--- config.mk ---
export PLATFORM = sky130hd
export DESIGN_NAME = gradient_line_rasterizer_top
export DESIGN_NICKNAME = d
export VERILOG_FILES = /design/src/glr_pkg.sv /design/src/gradient_line_rasterizer_top.sv
export SDC_FILE = /design/constraint.sdc
export NUM_CORES = 1
export LEC_CHECK = 0
export BUFFER_PORTS_ARGS = -buffer_cell sky130_fd_sc_hd__buf_4
export CORE_ASPECT_RATIO = 1.75
export CORE_MARGIN = 1
export CORE_UTILIZATION = 25
export DETAILED_ROUTE_END_ITERATION = 7
export GPL_TIMING_DRIVEN = 0
export PLACE_DENSITY = 0.5
export SETUP_SLACK_MARGIN = 0.3
export SYNTH_ARGS = -nofsm -noshare
export SYNTH_HDL_FRONTEND = slang
export SYNTH_SLANG_ARGS = --single-unit
--- constraint.sdc ---
create_clock -name clk -period 11.9 [get_ports clk]
set_input_delay 2.38 -clock clk [delete_from_list [all_inputs] [get_ports clk]]
set_output_delay 2.38 -clock clk [all_outputs]
set_load 0.02 [all_outputs]
--- src/glr_pkg.sv ---
// ----------------------------------------------------------------------------
// glr_pkg: shared constants and helpers for the gradient line rasterizer
// Field widths, screen geometry and the coordinate wrap function.
// ----------------------------------------------------------------------------
package glr_pkg;

  localparam int COORD_W             = 6;   // endpoint and pixel coordinate width
  localparam int DELTA_W             = 7;   // signed endpoint difference
  localparam int COLOR_W             = 8;   // one colour channel
  localparam int STEP_W              = 9;   // signed per-channel colour step
  localparam int LEN_W               = 7;   // floor of the line length
  localparam int D2_W                = 13;  // squared distance, up to 2 * 63^2
  localparam int NUM_CH              = 3;
  localparam int SCREEN_WIDTH        = 64;
  localparam int SCREEN_HEIGHT       = 64;
  localparam int DIST_FRAC_BITS_DEF  = 8;

  // negative coordinate gets the screen size added once, then kept to 6 bits
  function automatic logic [COORD_W-1:0] wrap_coord(input logic signed [DELTA_W-1:0] c,
                                                    input int size);
    logic [DELTA_W:0] s;
    s = {c[DELTA_W-1], c};
    if (c[DELTA_W-1]) s = s + (DELTA_W+1)'(size);
    return s[COORD_W-1:0];
  endfunction

endpackage

--- src/gradient_line_rasterizer_top.sv ---
// ----------------------------------------------------------------------------
// gradient_line_rasterizer_top: line walker with a linear colour ramp
// Walks the major axis one pixel at a time, shading each pixel by distance.
// ----------------------------------------------------------------------------
// One line request is taken while the block is idle; in_stall stays high until
// the final pixel has gone into the output register. The square root unit gives
// R = DIST_FRAC_BITS+7 root bits, one bit per cycle. Setup squares dx and dy on
// the shared multiplier, takes the root as the line length, then runs the three
// 8-step colour divisions when the line length is not zero. After every pixel but
// the last the next one is computed (two squares on the shared multiplier, the
// square root, three shading multiplies); each pixel waits while the output is
// stalled.
module gradient_line_rasterizer_top #(
  parameter int DIST_FRAC_BITS = glr_pkg::DIST_FRAC_BITS_DEF
) (
  input  logic                                 clk,
  input  logic                                 rst,
  input  logic                                 in_valid,
  output logic                                 in_stall,
  input  logic signed [glr_pkg::COORD_W-1:0]   x_start,
  input  logic signed [glr_pkg::COORD_W-1:0]   y_start,
  input  logic signed [glr_pkg::COORD_W-1:0]   x_end,
  input  logic signed [glr_pkg::COORD_W-1:0]   y_end,
  input  logic        [glr_pkg::COLOR_W-1:0]   red_start,
  input  logic        [glr_pkg::COLOR_W-1:0]   green_start,
  input  logic        [glr_pkg::COLOR_W-1:0]   blue_start,
  input  logic        [glr_pkg::COLOR_W-1:0]   red_end,
  input  logic        [glr_pkg::COLOR_W-1:0]   green_end,
  input  logic        [glr_pkg::COLOR_W-1:0]   blue_end,
  output logic                                 out_valid,
  input  logic                                 out_stall,
  output logic        [glr_pkg::COORD_W-1:0]   pixel_x,
  output logic        [glr_pkg::COORD_W-1:0]   pixel_y,
  output logic        [glr_pkg::COLOR_W-1:0]   red,
  output logic        [glr_pkg::COLOR_W-1:0]   green,
  output logic        [glr_pkg::COLOR_W-1:0]   blue,
  output logic                                 last
);
  import glr_pkg::*;

  localparam int RW    = DIST_FRAC_BITS + 7;   // root bits of the distance
  localparam int NW    = 2 * RW;               // radicand bits
  localparam int PW    = STEP_W + RW + 1;      // multiplier product
  localparam int SW    = PW + 1;               // shading sum
  localparam int CNT_W = $clog2(RW);
  localparam int MAJ_W = COORD_W;

  typedef enum logic [3:0] {
    S_IDLE, S_SQ_X, S_SQ_Y, S_SQ_SUM, S_SQRT, S_DIV_LOAD, S_DIV, S_EMIT, S_SHADE
  } state_t;

  state_t                     state;
  logic                       setup;
  logic signed [DELTA_W-1:0]  x0, y0, dx, dy, x, y;
  logic                       x_major, maj_neg, min_neg;
  logic        [MAJ_W-1:0]    major, minor, acc, k;
  logic        [COLOR_W-1:0]  c0   [NUM_CH];
  logic        [COLOR_W-1:0]  c1   [NUM_CH];
  logic        [COLOR_W-1:0]  col  [NUM_CH];
  logic signed [STEP_W-1:0]   step [NUM_CH];
  logic signed [PW-1:0]       mul_q;
  logic        [D2_W-1:0]     d2;
  logic        [NW-1:0]       rad;
  logic        [RW+1:0]       rem;
  logic        [RW-1:0]       root;
  logic        [CNT_W-1:0]    cnt;
  logic        [1:0]          ch;
  logic        [COLOR_W-1:0]  num, quo;
  logic        [COLOR_W:0]    drem;
  logic                       dneg;
  logic        [2:0]          dcnt;

  // request decode
  logic signed [DELTA_W-1:0]  in_dx, in_dy;
  logic        [MAJ_W-1:0]    in_adx, in_ady;
  logic                       in_xfer, out_free;

  assign in_stall = (state != S_IDLE);
  assign in_xfer  = in_valid && !in_stall;
  assign out_free = !out_valid || !out_stall;

  assign in_dx  = DELTA_W'({x_end[COORD_W-1], x_end}) - DELTA_W'({x_start[COORD_W-1], x_start});
  assign in_dy  = DELTA_W'({y_end[COORD_W-1], y_end}) - DELTA_W'({y_start[COORD_W-1], y_start});
  assign in_adx = in_dx[DELTA_W-1] ? MAJ_W'(-in_dx) : MAJ_W'(in_dx);
  assign in_ady = in_dy[DELTA_W-1] ? MAJ_W'(-in_dy) : MAJ_W'(in_dy);

  // shared multiplier: squares of the offsets, then step times distance
  logic signed [DELTA_W-1:0]  ex, ey, eop;
  logic signed [STEP_W-1:0]   mul_a, step_sel;
  logic signed [RW:0]         mul_b;
  logic signed [PW-1:0]       mul_p;

  assign ex  = setup ? dx : DELTA_W'(x - x0);
  assign ey  = setup ? dy : DELTA_W'(y - y0);
  assign eop = (state == S_SQ_Y) ? ey : ex;

  always_comb begin
    case (ch)
      2'd0:    step_sel = step[0];
      2'd1:    step_sel = step[1];
      default: step_sel = step[2];
    endcase
  end

  always_comb begin
    if (state == S_SHADE) begin
      mul_a = step_sel;
      mul_b = $signed({1'b0, root});
    end else begin
      mul_a = STEP_W'(eop);
      mul_b = (RW+1)'(eop);
    end
  end

  assign mul_p = mul_a * mul_b;

  // square root, one root bit per cycle
  logic [RW+1:0] rem_sh, trial;
  logic          sq_ge;
  logic [RW-1:0] root_next;

  assign rem_sh    = {rem[RW-1:0], rad[NW-1 -: 2]};
  assign trial     = {root, 2'b01};
  assign sq_ge     = rem_sh >= trial;
  assign root_next = {root[RW-2:0], sq_ge};

  logic [D2_W-1:0] d2_sum;
  assign d2_sum = d2 + mul_q[D2_W-1:0];

  // colour step division, one quotient bit per cycle
  logic [COLOR_W-1:0]        c0_sel, c1_sel;
  logic signed [COLOR_W:0]   diff;
  logic [COLOR_W:0]          drem_sh, len9;
  logic                      dge;
  logic [COLOR_W-1:0]        quo_next;

  always_comb begin
    case (ch)
      2'd0:    begin c0_sel = c0[0]; c1_sel = c1[0]; end
      2'd1:    begin c0_sel = c0[1]; c1_sel = c1[1]; end
      default: begin c0_sel = c0[2]; c1_sel = c1[2]; end
    endcase
  end

  assign diff     = $signed({1'b0, c1_sel}) - $signed({1'b0, c0_sel});
  assign drem_sh  = {drem[COLOR_W-1:0], num[COLOR_W-1]};
  assign len9     = (COLOR_W+1)'(root[LEN_W-1:0]);
  assign dge      = drem_sh >= len9;
  assign quo_next = {quo[COLOR_W-2:0], dge};

  // shading of the channel whose product sits in mul_q
  logic [COLOR_W-1:0]  c0_prev, col_new;
  logic signed [SW-1:0] shade_sum, shade_shr;

  always_comb begin
    case (ch)
      2'd1:    c0_prev = c0[0];
      2'd2:    c0_prev = c0[1];
      default: c0_prev = c0[2];
    endcase
  end

  assign shade_sum = ($signed(SW'({1'b0, c0_prev})) <<< DIST_FRAC_BITS) + SW'(mul_q);
  assign shade_shr = shade_sum >>> DIST_FRAC_BITS;
  assign col_new   = shade_sum[SW-1] ? '0 :
                     (shade_shr > $signed(SW'(255))) ? '1 : shade_shr[COLOR_W-1:0];

  // minor axis error accumulator
  logic [MAJ_W:0] acc_sum;
  logic           acc_hit;
  assign acc_sum = {1'b0, acc} + {1'b0, minor};
  assign acc_hit = acc_sum >= {1'b0, major};

  always_ff @(posedge clk) begin
    if (rst) begin
      state     <= S_IDLE;
      out_valid <= 1'b0;
      setup     <= 1'b0;
      ch        <= '0;
      cnt       <= '0;
      dcnt      <= '0;
      k         <= '0;
      acc       <= '0;
      major     <= '0;
    end else begin
      if (state == S_EMIT && out_free) out_valid <= 1'b1;
      else if (!out_stall)             out_valid <= 1'b0;
      case (state)
        S_IDLE: begin
          if (in_xfer) begin
            x0      <= DELTA_W'({x_start[COORD_W-1], x_start});
            y0      <= DELTA_W'({y_start[COORD_W-1], y_start});
            x       <= DELTA_W'({x_start[COORD_W-1], x_start});
            y       <= DELTA_W'({y_start[COORD_W-1], y_start});
            dx      <= in_dx;
            dy      <= in_dy;
            x_major <= in_adx >= in_ady;
            if (in_adx >= in_ady) begin
              major   <= in_adx;
              minor   <= in_ady;
              maj_neg <= in_dx[DELTA_W-1];
              min_neg <= in_dy[DELTA_W-1];
            end else begin
              major   <= in_ady;
              minor   <= in_adx;
              maj_neg <= in_dy[DELTA_W-1];
              min_neg <= in_dx[DELTA_W-1];
            end
            acc     <= '0;
            k       <= '0;
            ch      <= '0;
            c0[0]   <= red_start;
            c0[1]   <= green_start;
            c0[2]   <= blue_start;
            c1[0]   <= red_end;
            c1[1]   <= green_end;
            c1[2]   <= blue_end;
            col[0]  <= red_start;
            col[1]  <= green_start;
            col[2]  <= blue_start;
            step[0] <= '0;
            step[1] <= '0;
            step[2] <= '0;
            setup   <= 1'b1;
            state   <= S_SQ_X;
          end
        end
        S_SQ_X: begin
          mul_q <= mul_p;
          state <= S_SQ_Y;
        end
        S_SQ_Y: begin
          d2    <= mul_q[D2_W-1:0];
          mul_q <= mul_p;
          state <= S_SQ_SUM;
        end
        S_SQ_SUM: begin
          if (setup) rad <= NW'(d2_sum);
          else       rad <= NW'(d2_sum) << (2 * DIST_FRAC_BITS);
          rem   <= '0;
          root  <= '0;
          cnt   <= '0;
          state <= S_SQRT;
        end
        S_SQRT: begin
          rad  <= rad << 2;
          rem  <= sq_ge ? (rem_sh - trial) : rem_sh;
          root <= root_next;
          cnt  <= cnt + 1'b1;
          if (cnt == CNT_W'(RW - 1)) begin
            ch <= '0;
            if (!setup)                          state <= S_SHADE;
            else if (root_next[LEN_W-1:0] == '0) state <= S_EMIT;
            else                                 state <= S_DIV_LOAD;
          end
        end
        S_DIV_LOAD: begin
          num   <= diff[COLOR_W] ? COLOR_W'(-diff) : diff[COLOR_W-1:0];
          dneg  <= diff[COLOR_W];
          drem  <= '0;
          quo   <= '0;
          dcnt  <= '0;
          state <= S_DIV;
        end
        S_DIV: begin
          num  <= num << 1;
          drem <= dge ? (drem_sh - len9) : drem_sh;
          quo  <= quo_next;
          dcnt <= dcnt + 1'b1;
          if (dcnt == 3'd7) begin
            step[ch] <= dneg ? -$signed({1'b0, quo_next}) : $signed({1'b0, quo_next});
            if (ch == 2'd2) begin
              state <= S_EMIT;
            end else begin
              ch    <= ch + 1'b1;
              state <= S_DIV_LOAD;
            end
          end
        end
        S_EMIT: begin
          if (out_free) begin
            pixel_x   <= wrap_coord(x, SCREEN_WIDTH);
            pixel_y   <= wrap_coord(y, SCREEN_HEIGHT);
            red       <= col[0];
            green     <= col[1];
            blue      <= col[2];
            last      <= (k == major);
            if (k == major) begin
              state <= S_IDLE;
            end else begin
              setup <= 1'b0;
              state <= S_SQ_X;
            end
          end
        end
        S_SHADE: begin
          // multiply for channel ch while channel ch-1 is clamped
          if (ch != 2'd3) mul_q <= mul_p;
          if (ch != 2'd0) col[ch - 2'd1] <= col_new;
          if (ch == 2'd3) begin
            if (acc_hit) begin
              acc <= MAJ_W'(acc_sum - {1'b0, major});
              if (x_major) y <= y + (min_neg ? -7'sd1 : 7'sd1);
              else         x <= x + (min_neg ? -7'sd1 : 7'sd1);
            end else begin
              acc <= acc_sum[MAJ_W-1:0];
            end
            if (x_major) x <= x + (maj_neg ? -7'sd1 : 7'sd1);
            else         y <= y + (maj_neg ? -7'sd1 : 7'sd1);
            k     <= k + 1'b1;
            state <= S_EMIT;
          end else begin
            ch <= ch + 1'b1;
          end
        end
        default: state <= S_IDLE;
      endcase
    end
  end

  a_busy_after_accept: assert property (@(posedge clk) disable iff (rst)
    in_xfer |=> in_stall)
    else $error("block took a request but did not go busy");

  a_acc_bound: assert property (@(posedge clk) disable iff (rst)
    (state != S_IDLE) |-> (acc < major || acc == '0))
    else $error("error accumulator out of range");

  a_pixel_count: assert property (@(posedge clk) disable iff (rst)
    (state != S_IDLE) |-> (k <= major))
    else $error("pixel counter ran past the major length");

  a_sqrt_count: assert property (@(posedge clk) disable iff (rst)
    (state == S_SQRT) |-> (cnt <= CNT_W'(RW - 1)))
    else $error("square root iteration count overrun");

  a_last_then_idle: assert property (@(posedge clk) disable iff (rst)
    (state == S_EMIT && out_free && k == major) |=> (state == S_IDLE && out_valid && last))
    else $error("final pixel transfer did not end the line");

endmodule
==> flow_summary.ini <==
[clocking]
clk_latency_ps = 570
cts_resized = 0
holdBufCountCts = 0
cts-buffers-inserted = 36
path_clk_slew_ps = 60
numClockSinks = 340
cts_setup_buffers = 0
clock_path_buffers = 3
htree_levels = 2
cts_tree = yes
cts-root-buf = clkbuf_16

[sta]
fin_ws_ps = 3710
tightest_slew_ps = 1250
rsz0062_at_grt = no
fin_crit_ps = 8190
maxSlewViolCount = 0
skew_ps = 34.2
finalCritPeriodShare_pct = 68.8
maxSlewHeadroom_pct = 16.4
hold_violations = 0
tns_ps = 0
finalSetupViolations = 0
fmax_mhz = 122

[synth]
avgSynthCellArea_sq_um = 10.3
yosys_warnings = 0
yosys.cell_types.count = 86
netlist_instances = 2302
synth_top_cell_area_share_pct = 38.9
synthTopCellsByArea = edfxtp_1 (39%), fa_1 (11%), ha_1 (9.0%)
yosysTopAreaCell = edfxtp_1
synth-edff-count = 307
ys_seq_area_share_pct = 41.7
synth_most_common_cell = edfxtp_1
synth.cell_area_sq_um = 23700
synthFlopType = edfxtp_1
synth-seq-cells = 340
async_reset_ff_share_pct = 0
synth_top_cells_by_count = edfxtp_1 (307), inv_1 (228), nand2_1 (217)
syn_nets = 2677

[hold_path]
min_from = col[0][6]
hold_depth = 0
hold_class = flip-flop to flip-flop
whs_endpoint = red[6]

[die]
initial_core_util_pct = 25.2
die_y_um = 409
ioPinCount = 115
die-area_sq_um = 96100
core_sq_um = 94100
num_rows = 149
die_w_um = 235

[cells_and_area]
nets = 2836
multi_input_area_sq_um = 12700
post-route-util_pct = 29.0
seq_area_sq_um = 9880
layout-area-overhead-vs-synth_pct = 15.3
fillers = 9877
final_layout_size_suffix_gt1_share_pct = 9.14
antenna_cells = 0

[global_routing]
antenna_found_initial = 0
grt_pass1_vias = 18200
grt_pass1_wl_mm = 104
grt_max_degree = 44
globalRouteOverflowTotal = 0
grt_usage_pct = 14.1

[place]
place_ws_ps = 3580
hpwl_mm = 55.1
gp_congestion = 0.905
io_buffers = 113

[detailed_routing]
vias_per_cell = 4.74
vias = 17500
drt-initial-drc-count = 886
postRouteAntennaNets = 0
drc_errors = 0
first_pass_iters = 5
routed_wl_mm = 68.2
wire_per_inst_um = 18.5

[worst_setup_path]
crit_type = flip-flop to flip-flop
r2r_slack_ps = 3710
reg2reg_to = mul_q[24]
timing.rr.start = ch[0]
crit_arrival_ps = 8500
r2r_cells = 24
cp-end-kind = flip-flop
crit_fanout = 10
required_ps = 12210
setup.worst_path.start_class = flip-flop

[status]
run_status = completed

[flow_run]
cap_violations = 0
[layout make-up]
class                   count  share of cell area (%)
repair buffers            121                    3.57
inverters                 230                    3.16
well taps                1208                    5.53
plain buffers              72                    1.13
clock buffers              44                    3.48
flip-flops and latches    340                    36.1
multi-input cells        1660                    46.5
clock inverters            16                   0.549
[worst max path at each step]
stage,cells past startpoint,from,slack (ps),end
after CTS,24,ch[0],3600,mul_q[24]
after global placement,24,ch[0],3630,mul_q[24]
final,24,ch[0],3710,mul_q[24]
after global routing,24,ch[0],3370,mul_q[24]
after detailed placement,24,ch[0],3580,mul_q[24]
after floorplan,29,x[0],5120,mul_q[17]
[cell usage in the layout, fill, tap and decap left out, types with 19 or more instances in the layout]
cell       synthesis  layout
a21o_1            32      32
a21oi_1          155     155
a22o_1            28      28
a22oi_1           22      22
and2_1            33      33
buf_2             18      19
buf_4              2     115
clkbuf_1          45      51
clkbuf_16          0      36
dfxtp_1           33      33
edfxtp_1         307     307
fa_1             129     129
ha_1             170     170
inv_1            228     226
mux2i_1           24      24
nand2_1          217     217
nand2b_1          19      19
nand3_1           59      59
nor2_1           201     199
nor2b_1           25      25
nor3_1            52      51
o211ai_1          24      24
o21a_1            31      31
o21ai_0          101     101
xnor2_1           67      67
xor2_1            42      42
[sequential cells by signal, summed over array words and instances, names as in the netlist, 13 cells and up]
| register | flops |
|---|---|
| rem | 15 |
| step | 27 |
| c0 | 24 |
| rad | 30 |
| c1 | 24 |
| d2 | 13 |
| col | 24 |
| root | 15 |
| mul_q | 25 |
[layer usage]
| layer | track usage (%) | up-vias | routed length (um) |
|---|---|---|---|
| met1 | 14.6 | 8524 | 25700 |
| met3 | 1.49 | 116 | 1910 |
| met2 | 28.1 | 370 | 37700 |
| li1 | - | 8483 | - |
| met5 | 0 | - | 0 |
| met4 | 6.30 | 0 | 2900 |
[critical path: stages, from the launching register on]
cell      delay, ps
dfxtp_1         350
inv_1           150
ha_1            190
clkbuf_1        490
clkbuf_1        580
a22oi_1         290
a21boi_1        740
buf_2           370
nand2_1         100
fa_1            490
fa_1            510
inv_1            50
fa_1            470
fa_1            550
inv_1            50
fa_1            520
inv_1            40
ha_1            320
o21a_1          180
a21oi_1         130
o21ai_0         370
a211oi_1        140
a211oi_1        480
a31oi_1         200
xnor2_1         160
[cells by family after synthesis]
logic type                 Yosys count  synth area share [%]
adders and majority gates          299                  19.9
and+or+nand+nor                    694                  13.7
AOI/OAI and AO/OA                  529                  14.4
DFF                                340                  41.7
muxes                               29                  1.40
xor gates and xnor gates           109                  4.03
buffers and inverters              302                  4.94
[metrics by stage]
stage | hold WS (ps) | cells | cell area [sq um]
global placement | 402 | 3623 | 26100
global route | 423 | 3691 | 27300
CTS | 421 | 3690 | 27300
detailed placement | 407 | 3630 | 26200
floorplan | 400 | 2302 | 23700
finish | 418 | 3691 | 27300
Power is left out: the tool's default activity adds up to more than one toggle a clock period on the data nets, which glitch-free logic cannot reach.
